[config.mk]
export PLATFORM = sky130hd
export DESIGN_NAME = mrfc_frame_core
export DESIGN_NICKNAME = d
export VERILOG_FILES = /design/src/rtl/mrfc_pkg.sv /design/src/rtl/mrfc_frame_core.sv
export SDC_FILE = /design/constraint.sdc
export NUM_CORES = 1
export LEC_CHECK = 0
export BUFFER_PORTS_ARGS = -buffer_cell sky130_fd_sc_hd__buf_2
export CAP_MARGIN = 10
export CELL_PAD_IN_SITES_DETAIL_PLACEMENT = 0
export CELL_PAD_IN_SITES_GLOBAL_PLACEMENT = 1
export CORE_UTILIZATION = 47
export DETAILED_ROUTE_END_ITERATION = 8
export GPL_TIMING_DRIVEN = 1
export PLACE_DENSITY_LB_ADDON = 0.1
export SYNTH_ARGS = -nofsm -noshare
export SYNTH_HDL_FRONTEND = slang
export SYNTH_SLANG_ARGS = --single-unit
[constraint.sdc]
create_clock -name clk -period 4.9 [get_ports clk]
set_input_delay 0 -clock clk [delete_from_list [all_inputs] [get_ports clk]]
set_output_delay 0 -clock clk [all_outputs]
set_load 0.02 [all_outputs]
[src/rtl/mrfc_pkg.sv]
`default_nettype none

package mrfc_pkg;

    localparam logic [15:0] CRC_POLY      = 16'hA001;
    localparam logic [15:0] CRC_INIT      = 16'hFFFF;
    localparam logic [7:0]  READ_FUNC     = 8'h03;
    localparam logic [7:0]  SENSOR_COUNT  = 8'h10;
    localparam logic [7:0]  STATION_RESET = 8'd247;

    typedef logic [2:0] status_t;
    localparam status_t ST_SENSOR = 3'd0;
    localparam status_t ST_VALID  = 3'd1;
    localparam status_t ST_ADDR   = 3'd2;
    localparam status_t ST_CRC    = 3'd3;
    localparam status_t ST_LENGTH = 3'd4;

    // Byte positions inside a frame
    localparam int POS_FUNC     = 1;
    localparam int POS_COUNT    = 2;
    localparam int POS_CRC_BEG  = 2;
    localparam int POS_MIN_LAST = 3;
    localparam int POS_TEMP_HI  = 5;
    localparam int POS_TEMP_LO  = 6;
    localparam int POS_RATE_HI  = 7;
    localparam int POS_RATE_LO  = 8;
    localparam int POS_DO_HI    = 11;
    localparam int POS_DO_LO    = 12;
    localparam int POS_FRESH    = 18;

    // Register port
    localparam int APB_ADDR_W = 3;
    localparam int APB_DATA_W = 32;
    localparam logic REG_STATION = 1'b0;

    typedef struct packed {
        logic [7:0] frame_byte;
        logic       is_last;
    } in_item_t;

    typedef struct packed {
        status_t     status;
        logic [7:0]  function_code;
        logic [15:0] temperature;
        logic [15:0] dissolved_oxygen;
        logic [15:0] oxygen_rate;
        logic        fresh;
    } result_t;

    function automatic logic [15:0] crc_byte(input logic [15:0] crc_in, input logic [7:0] b);
        logic [15:0] c;
        c = crc_in ^ {8'h00, b};
        for (int k = 0; k < 8; k++)
        begin
            if (c[0])
                c = (c >> 1) ^ CRC_POLY;
            else
                c = c >> 1;
        end
        return c;
    endfunction

endpackage

`default_nettype wire

[src/rtl/mrfc_frame_core.sv]
`default_nettype none

module mrfc_frame_core #(
    parameter int MAX_FRAME = 256
) (
    input  wire logic               clk,
    input  wire logic               rst_n,
    input  wire logic               advance,
    input  wire mrfc_pkg::in_item_t item,
    input  wire logic [7:0]         station_address,
    output mrfc_pkg::result_t       res
);

    localparam int IDX_W = $clog2(MAX_FRAME + 2);

    logic [IDX_W-1:0] idx_reg, idx_next;
    logic [15:0]      crc_reg, crc_next;
    logic [7:0]       dly0_reg, dly0_next;
    logic [7:0]       dly1_reg, dly1_next;
    logic             addr_ok_reg, addr_ok_next;
    logic [7:0]       func_reg, func_next;
    logic [7:0]       count_reg, count_next;
    logic [15:0]      pend_temp_reg, pend_temp_next;
    logic [15:0]      pend_rate_reg, pend_rate_next;
    logic [15:0]      pend_do_reg, pend_do_next;
    logic             pend_fresh_reg, pend_fresh_next;
    logic [15:0]      held_temp_reg, held_temp_next;
    logic [15:0]      held_rate_reg, held_rate_next;
    logic [15:0]      held_do_reg, held_do_next;

    logic             first;
    logic [15:0]      crc_base;
    logic             len_err;
    logic             crc_ok;
    logic             update;
    mrfc_pkg::status_t status;

    assign first = (idx_reg == '0);

    always_comb
    begin
        // Start of frame: restart the CRC, clear the per-frame state and check the address
        crc_base        = first ? mrfc_pkg::CRC_INIT : crc_reg;
        dly0_next       = item.frame_byte;
        dly1_next       = first ? 8'h00 : dly0_reg;
        func_next       = first ? 8'h00 : func_reg;
        count_next      = first ? 8'h00 : count_reg;
        pend_temp_next  = first ? 16'h0000 : pend_temp_reg;
        pend_rate_next  = first ? 16'h0000 : pend_rate_reg;
        pend_do_next    = first ? 16'h0000 : pend_do_reg;
        pend_fresh_next = first ? 1'b0 : pend_fresh_reg;
        addr_ok_next    = first ? (item.frame_byte == station_address) : addr_ok_reg;

        // CRC trails the stream by two bytes
        if (idx_reg >= IDX_W'(mrfc_pkg::POS_CRC_BEG))
            crc_next = mrfc_pkg::crc_byte(crc_base, dly1_reg);
        else
            crc_next = crc_base;

        case (idx_reg)
            IDX_W'(mrfc_pkg::POS_FUNC):    func_next = item.frame_byte;
            IDX_W'(mrfc_pkg::POS_COUNT):   count_next = item.frame_byte;
            IDX_W'(mrfc_pkg::POS_TEMP_HI): pend_temp_next[15:8] = item.frame_byte;
            IDX_W'(mrfc_pkg::POS_TEMP_LO): pend_temp_next[7:0] = item.frame_byte;
            IDX_W'(mrfc_pkg::POS_RATE_HI): pend_rate_next[15:8] = item.frame_byte;
            IDX_W'(mrfc_pkg::POS_RATE_LO): pend_rate_next[7:0] = item.frame_byte;
            IDX_W'(mrfc_pkg::POS_DO_HI):   pend_do_next[15:8] = item.frame_byte;
            IDX_W'(mrfc_pkg::POS_DO_LO):   pend_do_next[7:0] = item.frame_byte;
            IDX_W'(mrfc_pkg::POS_FRESH):   pend_fresh_next = item.frame_byte[0];
            default: ;
        endcase

        if (item.is_last)
            idx_next = '0;
        else if (idx_reg <= IDX_W'(MAX_FRAME))
            idx_next = idx_reg + IDX_W'(1);
        else
            idx_next = idx_reg;

        len_err = (idx_reg < IDX_W'(mrfc_pkg::POS_MIN_LAST))
               || (idx_reg >= IDX_W'(MAX_FRAME));
        crc_ok  = (dly1_next == crc_next[7:0]) && (dly0_next == crc_next[15:8]);

        update = 1'b0;
        if (len_err)
            status = mrfc_pkg::ST_LENGTH;
        else if (!addr_ok_next)
            status = mrfc_pkg::ST_ADDR;
        else if (!crc_ok)
            status = mrfc_pkg::ST_CRC;
        else if (func_next == mrfc_pkg::READ_FUNC && count_next == mrfc_pkg::SENSOR_COUNT)
        begin
            status = mrfc_pkg::ST_SENSOR;
            update = item.is_last;
        end
        else
            status = mrfc_pkg::ST_VALID;

        held_temp_next = update ? pend_temp_next : held_temp_reg;
        held_rate_next = update ? pend_rate_next : held_rate_reg;
        held_do_next   = update ? pend_do_next : held_do_reg;

        res.status           = status;
        res.function_code    = func_next;
        res.temperature      = held_temp_next;
        res.dissolved_oxygen = held_do_next;
        res.oxygen_rate      = held_rate_next;
        res.fresh            = update && pend_fresh_next;
    end

    always_ff @(posedge clk or negedge rst_n)
    begin
        if (!rst_n)
        begin
            idx_reg        <= '0;
            crc_reg        <= mrfc_pkg::CRC_INIT;
            dly0_reg       <= 8'h00;
            dly1_reg       <= 8'h00;
            addr_ok_reg    <= 1'b0;
            func_reg       <= 8'h00;
            count_reg      <= 8'h00;
            pend_temp_reg  <= 16'h0000;
            pend_rate_reg  <= 16'h0000;
            pend_do_reg    <= 16'h0000;
            pend_fresh_reg <= 1'b0;
            held_temp_reg  <= 16'h0000;
            held_rate_reg  <= 16'h0000;
            held_do_reg    <= 16'h0000;
        end
        else if (advance)
        begin
            idx_reg        <= idx_next;
            crc_reg        <= crc_next;
            dly0_reg       <= dly0_next;
            dly1_reg       <= dly1_next;
            addr_ok_reg    <= addr_ok_next;
            func_reg       <= func_next;
            count_reg      <= count_next;
            pend_temp_reg  <= pend_temp_next;
            pend_rate_reg  <= pend_rate_next;
            pend_do_reg    <= pend_do_next;
            pend_fresh_reg <= pend_fresh_next;
            held_temp_reg  <= held_temp_next;
            held_rate_reg  <= held_rate_next;
            held_do_reg    <= held_do_next;
        end
    end

endmodule

`default_nettype wire

==> run summary <==
Crit Path Class: flip-flop to primary output
Worst-path maximum fanout: 48
Reg2Reg Launch Point: idx_reg[5]
Placed cell count: 1138
Fin worst setup slack: 0.158 ns
Top delay family on crit path: simple AND/OR/NAND/NOR gates
CTS Sinks: 155
Final core utilization: 0.555
Largest net degree at the start of global routing: 88
R2r setup slk: 0.65 ns
Synth warnings: 0
CP max stage cell: a22oi_1
Non-Filler Instances: 1176
Core Box Area: 0.0182 mm2
RSZ-0062 raised after global routing: no
XOR/XNOR Fraction of Synth Area: 0.0645
Placed Area: 0.00943 mm2
Cell Pwr Density: 410 mW/mm2
Clk_lat worst skew: 0.44 ns
Vias in the first global route: 7233
Total GRT Usage: 0.285
Worst-case clock buffer depth: 2
Synth Area per Inst: 10.1 um2
Share of layout cells above drive strength 1: 0.250
Final Hold Vio Count: 0
Leakage: 4.77 nW
Die width: 139 um
Worst-Margin Slew: 1.08 ns
Initial DRC count: 648
Vias per Instance: 6.20
Min cycle time layout: 4.74 ns
Site Rows: 49
Maximum level of the CTS H-tree: 4
Post-synthesis compound-gate area fraction: 0.164
Final Max Slew Viols: 0
Skew final: 0.0131 ns
Mux cell area share after synthesis: 0.142
Register area share after synthesis: 0.440
Worst-path clk slew: 0.07 ns
Number of port buffers: 79
Status: finished clean
DRT antenna net count: 0
Congestion Overflow GR: 0
WL/cell: 22.5 um
Slowest cell delay on critical path: 0.48 ns
Design area: 0.0101 mm2
Final setup violation count: 0
Yosys top cell area share: 0.392
Top cells by area, synth: dfrtp_1, mux2_2, a22o_1, mux2_1, dfstp_2
CTS tree: done
CTS root buffer: clkbuf_16
Slew HR: 0.267
Initial antenna violation count: 0
Final period utilization: 0.968
Startpoint Class: flip-flop
Mapped Cells: 881
Largest area contributor in the synthesized netlist: dfrtp_1
DR vias: 7297
Crit path buffers/inverters: 3
Area Growth Syn to Fin: 14.1%
TNS Setup: 0 ns
WL final: 26500 um
GP Congestion: 0.855
Largest family of logic cells by synthesized area: compound AO/OA/AOI/OAI gates
Synth Area in Adders: 0.00564
Io pins: 80
Worst Hold End: dly0_reg[7]
Die area: 0.0194 mm2
Synth Net Count: 905
DP Worst Slack: 0.357 ns
First-pass GRT wire length: 42100 um
Synth async-reset ratio: 1.00
Hold depth: 3
Initial Util: 0.487
Worst Reg2Reg Path Length in Cells: 10
R2R Path End: held_rate_reg[1]
Die Y: 139 um
Critical Path Source: idx_reg[5]
Antenna diode count: 0
Worst min path class: input port to flip-flop
Peak supply drop: 0.244 mV
DRC violations left: 0
Number of synthesized flops with an enable pin: 0
Worst EP arrival: 4.74 ns
Drt pass-1 iters: 5
Synth Flop Type: dfrtp_1
Crit path cell chain: nor4_2 -> buf_4 -> o211ai_1 -> a22oi_1 -> nand4_1 -> or3_1 -> or4_4 -> nor4_4 -> buf_12 -> mux2_2 -> buf_2
TritonCTS buffer count: 17
CP Data Required Time: 4.90 ns
FMAX: 211 MHz
Post-synthesis cell area: 0.00887 mm2
FF+latch count, synth: 155
CP Capture Type: primary output
Simple-Gate Fraction of Synth Area: 0.141
Yosys cell types: 63
# nets final: 958
Hold_sp: item[8]
Total of max-cap violations: 0
DP Wirelength: 17700 um
[tightest hold or removal path, cell delays in order]
cell and delay, ns:
buf_2 0.27, nand2_1 0.11, o21ai_0 0.07
[layout by cell type (no fill, tap or decap), types with 8 or more instances in the layout]
master     netlist  layout
dfrtp_1        139     138
nand2_1        106     106
buf_2            6      78
mux2_2          65      65
a22o_1          57      57
o21ai_0         54      54
mux2_1          40      40
xnor2_1         38      38
nand3_1         40      38
nor2_1          37      36
a21oi_1         23      23
buf_4            3      20
inv_1           18      18
xor2_1          17      17
clkbuf_16        0      17
dfstp_2         16      16
o22a_1          14      14
or3_1            9       9
nand4_1          9       9
nor3_1          10       9
and2_1           9       9
mux2i_1          8       8
[per-stage QoR]
| step | hold WS (ns) | total power [W] |
|---|---|---|
| after floorplan | -0.296 | 0.00244 |
| after global placement | 0.109 | 0.00280 |
| after detailed placement | 0.113 | 0.00281 |
| after CTS | 0.0493 | 0.00415 |
| after global routing | 0.102 | 0.00434 |
| final | 0.0761 | 0.00415 |
[power by group]
group,switching [W],leakage (nW),internal [W]
Combinational,0.000738,2.43,0.000522
Clock,0.000584,0.279,0.000737
Sequential,0.000146,2.06,0.00142
[area by class of cell]
| type | instances | area (um2) |
|---|---|---|
| flip-flops and latches | 155 | 3900 |
| clock buffers | 19 | 453 |
| inverters | 19 | 71.3 |
| well taps | 229 | 287 |
| multi-input cells | 638 | 4660 |
| clock inverters | 13 | 130 |
| fillers | 1600 | 8090 |
| repair buffers | 103 | 612 |
[logic make-up (layout without fill, tap and decap cells)]
kind of cell               count (synthesis)  in the layout
adders and majority gates                  4              4
DFF                                      155            155
and+or+nand+nor                          256            256
buffers and inverters                     88            154
AOI/OAI and AO/OA                        206            206
muxes                                    113            113
xor gates and xnor gates                  59             59
[worst max-delay path by stage]
| stage | end | cells past startpoint |
|---|---|---|
| after CTS | res[2] | 10 |
| after global routing | res[2] | 12 |
| after global placement | res[18] | 10 |
| final | res[2] | 11 |
| after detailed placement | res[38] | 10 |
| after floorplan | held_do_reg[15] | 13 |
[synth_stat cells, drive strengths merged, types with 3 or more instances]
library cell and instances:
and2 9, nand4 9, mux2 105, nor4 8
ha 4, clkbuf 48, dfstp 16, nor4b 6
o21a 3, xnor2 38, a21oi 23, a22oi 7
a2111oi 3, xnor3 4, and3 5, o22ai 3
nor3 11, nor2b 3, buf 21, mux2i 8
xor2 17, nor2 37, a22o 57, inv 18
o22a 14, dfrtp 139, nand2 106, nand3 40
o21ai 60, or3 9, or2 3, or4 7
a31oi 5, o2bb2ai 6
[what timing repair did]
| item | 4_1_cts | 5_1_grt |
|---|---|---|
| hold endpoints to repair | 73 | 0 |
| buffers inserted | 0 | 4 |
| cloned | 0 | 0 |
| hold buffers | 2 | 0 |
| endpoints found under the setup margin | 48 | 48 |
| gates resized for setup | 2 | 9 |
| pin swaps | 0 | 1 |
[metal layers]
layer / vias to the layer above / share of wire / GRT usage
met1: 3691 / 0.46 / 0.402
li1: 3291 / - / -
met3: 32 / 0.061 / 0.0440
met4: 0 / 0.015 / 0.0795
met2: 283 / 0.47 / 0.454
met5: - / 0 / 0
Power figures use the tool's default switching activity.
